### config.mk
export PLATFORM = sky130hd
export DESIGN_NAME = vap_ctrl
export DESIGN_NICKNAME = d
export VERILOG_FILES = /design/src/hw/rtl/vap_pkg.sv /design/src/hw/rtl/vap_ctrl.sv
export SDC_FILE = /design/constraint.sdc
export NUM_CORES = 1
export LEC_CHECK = 0
export BUFFER_PORTS_ARGS = -buffer_cell sky130_fd_sc_hd__clkbuf_2
export CAP_MARGIN = 20
export CORE_MARGIN = 2
export CORE_UTILIZATION = 40
export DETAILED_ROUTE_END_ITERATION = 10
export PLACE_DENSITY = 0.77
export SYNTH_ARGS = -nofsm -noshare
export SYNTH_HDL_FRONTEND = slang
export SYNTH_SLANG_ARGS = --single-unit
export TNS_END_PERCENT = 1
### constraint.sdc
create_clock -name clk -period 1.15 [get_ports clk]
set_input_delay 0.115 -clock clk [delete_from_list [all_inputs] [get_ports clk]]
set_output_delay 0.115 -clock clk [all_outputs]
set_load 0.03 [all_outputs]
### src/hw/rtl/vap_pkg.sv
// Shared types, constants and codes of the activity picker.
package vap_pkg;

  localparam int MAX_VARS_DEF    = 256;
  localparam int SCORE_WIDTH_DEF = 40;
  localparam int FRAC_BITS       = 16;
  localparam int RESCALE_SHIFT   = 24;
  localparam int DECAY_W         = 18;
  localparam int AVARS_W         = 9;
  localparam int CFG_IDX_W       = 1;
  localparam int CFG_DATA_W      = 18;

  localparam logic [63:0]          RESCALE_LIMIT     = 64'h0000_0040_0000_0000;
  localparam logic [63:0]          INC_RESET         = 64'd65536;
  localparam logic [AVARS_W-1:0]   ACTIVE_VARS_RESET = 9'd256;
  localparam logic [DECAY_W-1:0]   DECAY_RECIP_RESET = 18'd68985;

  localparam logic [CFG_IDX_W-1:0] CFG_ACTIVE_VARS = 1'b0;
  localparam logic [CFG_IDX_W-1:0] CFG_DECAY_RECIP = 1'b1;

  typedef enum logic [1:0] {
    OP_BUMP     = 2'd0,
    OP_DECAY    = 2'd1,
    OP_PICK     = 2'd2,
    OP_SET_MARK = 2'd3
  } op_t;

  typedef struct packed {
    op_t        opcode;
    logic [7:0] var_index;
    logic       assigned_flag;
  } in_item_t;

  typedef struct packed {
    logic [7:0] picked_var;
    logic       found;
  } out_item_t;

  typedef enum logic [3:0] {
    ST_CLEAR,
    ST_IDLE,
    ST_DISPATCH,
    ST_BUMP_RD,
    ST_BUMP_WR,
    ST_RESCALE,
    ST_DECAY,
    ST_DECAY_FIN,
    ST_PICK,
    ST_PICK_OUT
  } state_t;

  typedef struct packed {
    logic take;
    logic clear_step;
    logic mark_write;
    logic bump_read;
    logic bump_write;
    logic inc_shift;
    logic sweep_start;
    logic sweep_run;
    logic sweep_pick;
    logic decay_start;
    logic decay_step;
    logic decay_fin;
    logic out_load;
  } dp_cmd_t;

  typedef struct packed {
    op_t  op;
    logic clear_last;
    logic bump_ok;
    logic bump_over;
    logic sweep_done;
    logic decay_last;
    logic out_free;
  } dp_stat_t;

endpackage

### src/hw/rtl/vap_ctrl.sv
// Controller state machine of the activity picker.
module vap_ctrl (
  input  logic              clk,
  input  logic              rst_n,
  input  logic              in_valid,
  output logic              in_stall,
  input  vap_pkg::dp_stat_t stat,
  output vap_pkg::dp_cmd_t  cmd
);
  import vap_pkg::*;

  state_t state_r, state_nxt;

  always_ff @(posedge clk) begin
    if (!rst_n) begin
      state_r <= ST_CLEAR;
    end else begin
      state_r <= state_nxt;
    end
  end

  always_comb begin
    state_nxt = state_r;
    cmd       = '0;
    in_stall  = (state_r != ST_IDLE);
    unique case (state_r)
      ST_CLEAR: begin
        cmd.clear_step = 1'b1;
        if (stat.clear_last) state_nxt = ST_IDLE;
      end
      ST_IDLE: begin
        if (in_valid) begin
          cmd.take  = 1'b1;
          state_nxt = ST_DISPATCH;
        end
      end
      ST_DISPATCH: begin
        unique case (stat.op)
          OP_BUMP: state_nxt = stat.bump_ok ? ST_BUMP_RD : ST_IDLE;
          OP_DECAY: begin
            cmd.decay_start = 1'b1;
            state_nxt       = ST_DECAY;
          end
          OP_PICK: begin
            cmd.sweep_start = 1'b1;
            state_nxt       = ST_PICK;
          end
          OP_SET_MARK: begin
            cmd.mark_write = 1'b1;
            state_nxt      = ST_IDLE;
          end
          default: state_nxt = ST_IDLE;
        endcase
      end
      ST_BUMP_RD: begin
        cmd.bump_read = 1'b1;
        state_nxt     = ST_BUMP_WR;
      end
      ST_BUMP_WR: begin
        cmd.bump_write = 1'b1;
        if (stat.bump_over) begin
          cmd.inc_shift   = 1'b1;
          cmd.sweep_start = 1'b1;
          state_nxt       = ST_RESCALE;
        end else begin
          state_nxt = ST_IDLE;
        end
      end
      ST_RESCALE: begin
        cmd.sweep_run = 1'b1;
        if (stat.sweep_done) state_nxt = ST_IDLE;
      end
      ST_DECAY: begin
        cmd.decay_step = 1'b1;
        if (stat.decay_last) state_nxt = ST_DECAY_FIN;
      end
      ST_DECAY_FIN: begin
        cmd.decay_fin = 1'b1;
        state_nxt     = ST_IDLE;
      end
      ST_PICK: begin
        cmd.sweep_run  = 1'b1;
        cmd.sweep_pick = 1'b1;
        if (stat.sweep_done) state_nxt = ST_PICK_OUT;
      end
      ST_PICK_OUT: begin
        if (stat.out_free) begin
          cmd.out_load = 1'b1;
          state_nxt    = ST_IDLE;
        end
      end
      default: state_nxt = ST_CLEAR;
    endcase
  end

endmodule

==> results of run 1 <==
per-stage QoR:
stage / total power [uW] / util
3_3_place_gp: 981 / 0.667
5_1_grt: 1600 / 0.880
2_1_floorplan: 698 / -
4_1_cts: 1380 / 0.815
3_5_place_dp: 994 / 0.667
6_report: 1520 / 0.880
cells by family (layout without fill, tap and decap cells):
kind of cell | after synthesis | after routing
compound gates | 16 | 16
mux | 3 | 3
buf+inv | 9 | 57
flops | 4 | 4
fa+ha+maj | 4 | 4
simple gates | 35 | 35
final cells by class:
class	count	share of cell area
flip-flops and latches	4	0.0852
repair buffers	50	0.379
inverters	4	0.0179
clock buffers	3	0.0202
multi-input cells	58	0.481
well taps	15	0.0168
power by group through the flow:
stage / registers [uW] / clock network, uW / logic, uW
after floorplan: 194 / 0 / 504
after global placement: 214 / 0 / 767
after detailed placement: 217 / 0 / 778
after CTS: 243 / 195 / 940
after global routing: 259 / 207 / 1130
final: 258 / 188 / 1080
routing by layer:
metal | routed length, um | vias to the layer above
met5 | 0 | -
met4 | 61 | 0
met3 | 162 | 11
met2 | 1140 | 43
met1 | 942 | 363
li1 | - | 352
cell usage after synthesis:
library cell,instances,share of area
nor2_1,9,0.064
nand2_1,5,0.036
nor3_1,5,0.048
and3_1,4,0.048
dfxtp_1,4,0.15
ha_1,4,0.095
inv_1,3,0.021
mux2i_1,3,0.057
nor2b_1,3,0.036
a21oi_1,2,0.019
a31oi_1,2,0.024
and2_1,2,0.024
buf_2,2,0.019
buf_4,2,0.029
nand2b_1,2,0.024
o21a_1,2,0.029
o21ai_0,2,0.019
o31ai_1,2,0.029
a211oi_1,1,0.014
a21boi_1,1,0.014
a2bb2oi_1,1,0.017
and3b_1,1,0.017
clkbuf_1,1,0.0071
inv_2,1,0.0071
nand3_1,1,0.0095
nand4bb_1,1,0.021
nor3_2,1,0.019
nor4_1,1,0.012
o2111ai_1,1,0.017
o21bai_2,1,0.021
o41ai_4,1,0.052
what timing repair did:
item | CTS | global route
pin swaps | 4 | 7
gates resized for setup | 42 | 25
endpoints found under the setup margin | 18 | 18
buffers inserted | 2 | 3
worst paths after layout:
| path | from | end | depth (start not counted) |
|---|---|---|---|
| max | state_r[0] | cmd[12] | 4 |
| min | rst_n | state_r[1] | 2 |
| max reg2reg | state_r[0] | state_r[0] | 5 |
| min reg2reg | state_r[0] | state_r[0] | 3 |
critical path, stage by stage, from the launching register on:
cell and delay, ns:
dfxtp_4 0.41, inv_6 0.06, o41ai_4 0.42, nor3_4 0.06, clkbuf_8 0.17
==> flow_metrics.tcl, run 1 <==
set metrics [dict create \
    status "finished with violations" \
    vias_in_the_first_global_route 693 \
    p_per_area_nw_per_um2 1360 \
    clockPowerShare 0.123 \
    drt-pass1-iter-count 4 \
    timing.hold.ws_ns 0.150 \
    cts-root-to-sink-buffers 2 \
    ys_seq_elements 4 \
    initial_antenna_violation_count 0 \
    arrival_time_at_the_worst_endpoint_ns 1.37 \
    power_leakage_uw 0.000514 \
    most-common-layout-cells "buf_4 (25), clkbuf_2 (10), buf_6 (9)" \
    basic_gate_share_of_the_synthesized_area_counting_and_or_nand_and_nor_cells 0.357 \
    grt_overflow 0 \
    worst_slew_margin_rel 0.760 \
    synth_compound_area_frac 0.255 \
    syn_inst 71 \
    cts.clk_slew.worst_paths_ns 0.04 \
    final.setup_skew_ns 0.0103 \
    grt_start_max_net_pins 11 \
    sw_frac_of_total 0.455 \
    core_area_um2 1270 \
    final_cell_area_um2 1120 \
    cts_hold_repair.buffers 0 \
    avgRoutedWirePerCell_um 17.2 \
    num_io_pins 25 \
    cp.required_ns 1.03 \
    preCtsSetupSlack_ns -0.217 \
    dr.first_iter.drc_count 16 \
    top_usage_layer "met2" \
    clock-sinks 4 \
    cts_tree "built" \
    final.setup.tns_ns -3.88 \
    h-tree-depth 1 \
    final_count_of_hold_timing_violations 0 \
    cap_viol_max_count 0 \
    area.growth.synth_to_final_pct 112 \
    holdCritPathClass "primary input to flip-flop" \
    placement_rows 13 \
    fillers 60 \
    sequential_share_of_power 0.169 \
    diodes 0 \
    power.combinational.fraction 0.707 \
    floorplan.die.width_um 40.2 \
    routabilityCongestion 0.934 \
    post-route-drc-count 0 \
    die_area_um2 1620 \
    chipHeight_um 40.2 \
    worstSetupStartpointType "flip-flop" \
    total_switching_power_uw 693 \
    postRouteAntennaNets 0 \
    grt.total_usage 0.283 \
    numCtsBuffers 3 \
    type_of_the_setup_path_with_the_least_slack "flip-flop to primary output" \
    ys_warn_count 0 \
    period_minus_slack_ns 1.49 \
    cts-root-buf "clkbuf_4" \
    worst_pin_slew_ns 0.359 \
    end_kind "primary output" \
    register_with_the_highest_flop_count "state_r" \
    timing_max_transition_violations_final 0 \
    rrSetupSlack_ns -0.24 \
    layout.area.seq_um2 95.1 \
    groute.layer.met3.usage 0.0778 \
    yosysSeqAreaShare 0.152 \
    grt_first_pass_wirelength_um 3000 \
    worst_skew_pair.late_latency_ns 0.25 \
    failed_checks "negative setup slack" \
    initial_core_util 0.414 \
    fraction_of_the_mapped_netlist_area_in_adder_cells 0.0952 \
    detailed_place.area_um2 846 \
    largest_reg_flops 4 \
    vdd_drop_max_mv 1.20 \
    rsz0062_at_grt "true" \
    synth.net_count 86 \
    synth_cell_type_count 31 \
    fmax_ghz 0.672 \
    largestRegisters "state_r x4" \
    design.final.nets 136 \
    placed_cells_incl_taps 126 \
    multi_input_area_um2 537 \
    parity_gate_share_of_the_synthesized_area_counting_xor_and_xnor_cells 0 \
    largest_family_of_logic_cells_by_synthesized_area "simple AND/OR/NAND/NOR gates" \
    post-route-period-util 1.29 \
    grt_util_met2 0.468 \
    synth.mux.area_fraction 0.0571 \
    port_buffers 24 \
    critical_path.max_fanout 6 \
    route.detailed.vias_per_inst 5.74 \
    netlist_area_um2 526 \
    setup_viol 18 \
    drt_wirelength_um 2300 \
    met1_usage 0.322 \
    layout.cells.non_filler 134 \
    intPower_uw 830 \
    syn_avg_cell_area_um2 7.40 \
    drive_gt1_frac 0.681 \
    dpl.hpwl_um 1300 \
    vias 769 \
    final.setup.worst_slack_ns -0.337 \
    commonest_non_fill_non_tap_cell_in_the_layout "buf_4" \
]
(Power assumes the default switching activity.)
==> run 2: changes to the inputs <==
==> constraint.sdc (replaced) <==
create_clock -name clk -period 1.15 [get_ports clk]
set_input_delay 0.23 -clock clk [delete_from_list [all_inputs] [get_ports clk]]
set_output_delay 0.23 -clock clk [all_outputs]
set_load 0.03 [all_outputs]
==> flow_metrics.tcl, run 2 (synthesis results as in run 1) <==
set metrics [dict create \
    fillers 52 \
    core_area_um2 1270 \
    cts-root-buf "clkbuf_4" \
    most-common-layout-cells "buf_4 (24), buf_6 (12), clkbuf_2 (10)" \
    power_leakage_uw 0.000531 \
    drt_wirelength_um 2860 \
    worst_skew_pair.late_latency_ns 0.24 \
    final.setup.worst_slack_ns -0.446 \
    arrival_time_at_the_worst_endpoint_ns 1.37 \
    vias 817 \
    numCtsBuffers 3 \
    top_usage_layer "met2" \
    reg2reg_to "state_r[0]" \
    initial_antenna_violation_count 0 \
    clock-sinks 4 \
    area.growth.synth_to_final_pct 121 \
    grt_start_max_net_pins 11 \
    cp.required_ns 0.92 \
    register_with_the_highest_flop_count "state_r" \
    timing.hold.worst.start "rst_n" \
    type_of_the_setup_path_with_the_least_slack "flip-flop to primary output" \
    avgRoutedWirePerCell_um 21.1 \
    initial_core_util 0.414 \
    dpl.hpwl_um 1320 \
    final_count_of_hold_timing_violations 0 \
    worst_slew_margin_rel 0.763 \
    placed_cells_incl_taps 128 \
    grt.total_usage 0.324 \
    cts_tree "built" \
    groute.layer.met3.usage 0.0500 \
    grt_util_met2 0.581 \
    met1_usage 0.365 \
    holdCritPathClass "primary input to flip-flop" \
    diodes 0 \
    failed_checks "negative setup slack" \
    timing_max_transition_violations_final 0 \
    finish.utilization 0.917 \
    postRouteAntennaNets 0 \
    design.final.nets 138 \
    die_area_um2 1620 \
    rrSetupSlack_ns -0.27 \
    drt-pass1-iter-count 4 \
    post-route-period-util 1.39 \
    worst_pin_slew_ns 0.355 \
    r2r_cells 6 \
    drive_gt1_frac 0.711 \
    cts-root-to-sink-buffers 2 \
    status "finished with violations" \
    placement_rows 13 \
    p_per_area_nw_per_um2 1390 \
    fmax_ghz 0.627 \
    dr.first_iter.drc_count 27 \
    layout.cells.non_filler 136 \
    hold_depth 2 \
    p_total_uw 1610 \
    route.detailed.vias_per_inst 6.01 \
    setup_viol 18 \
    commonest_non_fill_non_tap_cell_in_the_layout "buf_4" \
    chipHeight_um 40.2 \
    largestRegisters "state_r x4" \
    rsz0062_at_grt "true" \
    critical_path.max_fanout 8 \
    routabilityCongestion 0.855 \
    vdd_drop_max_mv 1.06 \
    destination_of_the_worst_hold_path "state_r[2]" \
    vias_in_the_first_global_route 729 \
    grt_first_pass_wirelength_um 3370 \
    floorplan.die.width_um 40.2 \
    end_kind "primary output" \
    port_buffers 24 \
    worstSetupStartpointType "flip-flop" \
    rr_startpoint "state_r[2]" \
    period_minus_slack_ns 1.60 \
    final.setup_skew_ns 0.00460 \
    critical_path.startpoint "state_r[3]" \
    post-route-drc-count 0 \
    largest_reg_flops 4 \
    grt_overflow 0 \
    h-tree-depth 1 \
    cts.clk_slew.worst_paths_ns 0.04 \
    num_io_pins 25 \
    timing.hold.ws_ns 0.299 \
    cap_viol_max_count 0 \
]
[run 2: metal layers]
layer / share of wire / up-vias / wire length (um)
li1: - / 359 / -
met1: 0.37 / 382 / 1070
met2: 0.50 / 55 / 1440
met3: 0.070 / 21 / 200
met4: 0.054 / 0 / 155
met5: 0 / - / 0
[run 2: repair_timing]
| action | CTS | global route |
|---|---|---|
| pin swaps | 9 | 0 |
| setup endpoints to repair | 18 | 18 |
| hold buffers | 0 | 0 |
| gates resized for setup | 50 | 21 |
| buffers inserted | 4 | 1 |
[run 2: how the worst max path moves through the flow]
stage	end	slack (ns)	cells after the start
5_1_grt	cmd[12]	-0.49	4
3_5_place_dp	cmd[12]	-0.28	4
6_report	cmd[12]	-0.45	4
2_1_floorplan	cmd[7]	-0.31	5
4_1_cts	cmd[12]	-0.38	4
3_3_place_gp	cmd[12]	-0.24	4
[run 2: worst max-delay path: stages (launching register included)]
cell and delay (ns):
dfxtp_4 0.38, nor2_1 0.21, nand2_4 0.10, nor3_4 0.24, clkbuf_8 0.20
[run 2: cell type report]
type | instances | area [um^2] | share of cell area
flip-flops and latches | 4 | 95.1 | 0.0817
multi-input cells | 58 | 554 | 0.476
well taps | 15 | 18.8 | 0.0161
inverters | 4 | 17.5 | 0.0151
repair buffers | 52 | 455 | 0.391
clock buffers | 3 | 22.5 | 0.0194
[run 2: where the power goes]
group,total (uW),switching (uW),internal (uW)
Sequential,260,84.4,175
Clock,185,67.5,117
Combinational,1170,615,555
Total,1610,767,848
[run 2: per-stage QoR]
| stage | TNS, ns | setup WS [ns] | instance area (um^2) |
|---|---|---|---|
| CTS | -4.91 | -0.382 | 1110 |
| finish | -5.47 | -0.446 | 1160 |
| global placement | -3.17 | -0.241 | 872 |
| detailed placement | -3.67 | -0.277 | 872 |
| global route | -6.25 | -0.495 | 1160 |
| floorplan | -3.02 | -0.313 | 587 |
==> run 3: changes to the inputs <==
--- a/config.mk
+++ b/config.mk
@@ -11,6 +11,8 @@
 export CORE_UTILIZATION = 40
 export DETAILED_ROUTE_END_ITERATION = 10
 export PLACE_DENSITY = 0.77
+export RECOVER_POWER = 50
+export SKIP_CTS_REPAIR_TIMING = 1
 export SYNTH_ARGS = -nofsm -noshare
 export SYNTH_HDL_FRONTEND = slang
 export SYNTH_SLANG_ARGS = --single-unit
==> flow_metrics.tcl, run 3 (synthesis results as in run 1) <==
set metrics [dict create \
    status "finished with violations" \
    failed_checks "negative setup slack" \
    h-tree-depth 1 \
    drt-pass1-iter-count 4 \
    critical_path.max_fanout 6 \
    port_buffers 24 \
    timing.hold.worst.start "rst_n" \
    most-common-layout-cells "buf_4 (26), clkbuf_2 (11), buf_6 (7)" \
    diodes 0 \
    initial_antenna_violation_count 0 \
    reg2reg_to "state_r[0]" \
    holdCritPathClass "primary input to flip-flop" \
    placement_rows 13 \
    worst_slew_margin_rel 0.741 \
    timing.critical_path.buf_inv 1 \
    chipHeight_um 40.2 \
    detailed_place.area_um2 872 \
    area.growth.synth_to_final_pct 96.4 \
    vdd_drop_max_mv 0.978 \
    final_count_of_hold_timing_violations 0 \
    dr.first_iter.drc_count 15 \
    largest_reg_flops 4 \
    grt_start_max_net_pins 11 \
    finish.utilization 0.814 \
    cts-root-to-sink-buffers 2 \
    num_io_pins 25 \
    drt_wirelength_um 1870 \
    multi_input_area_um2 517 \
    design.final.nets 134 \
    commonest_non_fill_non_tap_cell_in_the_layout "buf_4" \
    power_leakage_uw 0.000487 \
    cap_viol_max_count 0 \
    vias_in_the_first_global_route 635 \
    fillers 67 \
    drive_gt1_frac 0.675 \
    fmax_ghz 0.648 \
    core_area_um2 1270 \
    grt_first_pass_wirelength_um 2580 \
    dpl.hpwl_um 1320 \
    vias 715 \
    p_per_area_nw_per_um2 1320 \
    register_with_the_highest_flop_count "state_r" \
    timing_max_transition_violations_final 0 \
    worstSetupStartpointType "flip-flop" \
    final.setup.tns_ns -5.21 \
    rsz0062_at_grt "true" \
    arrival_time_at_the_worst_endpoint_ns 1.31 \
    setup_viol 18 \
    p_total_uw 1360 \
    initial_core_util 0.414 \
    route.detailed.vias_per_inst 5.42 \
    period_minus_slack_ns 1.54 \
    post-route-drc-count 0 \
    final.setup.worst_slack_ns -0.394 \
    grt_overflow 0 \
    cpMaxStageDelayCell "dfxtp_4" \
    r2r_cells 4 \
    final_cell_area_um2 1030 \
    worst_pin_slew_ns 0.387 \
    destination_of_the_worst_hold_path "state_r[2]" \
    type_of_the_setup_path_with_the_least_slack "flip-flop to primary output" \
    die_area_um2 1620 \
    timing.hold.ws_ns 0.247 \
    rr_startpoint "state_r[3]" \
    cpLargestDelayFamily "flip-flops" \
    post-route-period-util 1.34 \
    cp.required_ns 0.92 \
    cts-root-buf "clkbuf_4" \
    grt.total_usage 0.243 \
    cpPeakStageDelay_ns 0.41 \
    routabilityCongestion 0.855 \
    numCtsBuffers 3 \
    end_kind "primary output" \
    cts_tree "built" \
    rrSetupSlack_ns -0.18 \
    final.setup_skew_ns 0.00530 \
    crit_chain "mux2i_1, and3_4, nor3_4, buf_6" \
    largestRegisters "state_r x4" \
    postRouteAntennaNets 0 \
    layout.area.seq_um2 92.6 \
    avgRoutedWirePerCell_um 14.2 \
    worst_skew_pair.late_latency_ns 0.25 \
    hold_depth 2 \
    floorplan.die.width_um 40.2 \
    cts.clk_slew.worst_paths_ns 0.04 \
    clock-sinks 4 \
]
[run 3: cell count changes in the layout (fill, tap and decap cells not counted), moves of 2 or more]
cell | before | now
buf_6 | 12 | 7
nor2b_4 | 2 | 0
buf_2 | 0 | 3
nor2b_2 | 1 | 3
clkbuf_8 | 4 | 0
buf_4 | 24 | 26
[run 3: worst register-to-register path, stage by stage, from the launching register on]
cell and delay [ns]:
dfxtp_4 0.37, o41ai_4 0.47, buf_4 0.19, o21bai_2 0.06, mux2i_1 0.12
[run 3: layout make-up]
class	count	area share
sequential	4	0.0897
clock buffer	3	0.0218
inverter	4	0.0170
multi-input combinational	58	0.501
timing repair buffer	48	0.353
tap	15	0.0182
[run 3: worst max path at each step]
stage	slack (ns)	depth (start not counted)	from	endpoint
2_1_floorplan	-0.31	5	state_r[2]	cmd[7]
4_1_cts	-0.54	4	state_r[3]	cmd[12]
6_report	-0.39	4	state_r[0]	cmd[12]
3_3_place_gp	-0.24	4	state_r[0]	cmd[12]
5_1_grt	-0.44	4	state_r[0]	cmd[12]
3_5_place_dp	-0.28	4	state_r[3]	cmd[12]
[run 3: routing by layer]
layer,wire (um),GRT usage,vias up
met5,0,0,-
met4,55,0.133,0
met3,82,0.0389,9
met2,958,0.435,27
met1,778,0.269,332
li1,-,-,347
[run 3: metrics by stage]
step / cells / setup WS, ns
after floorplan: 71 / -0.313
after global placement: 128 / -0.241
after detailed placement: 128 / -0.277
after CTS: 131 / -0.540
after global routing: 132 / -0.439
final: 132 / -0.394
[run 3: power breakdown]
part | switching, uW | internal [uW]
Sequential | 86.5 | 173
Combinational | 472 | 438
Clock | 70.7 | 118
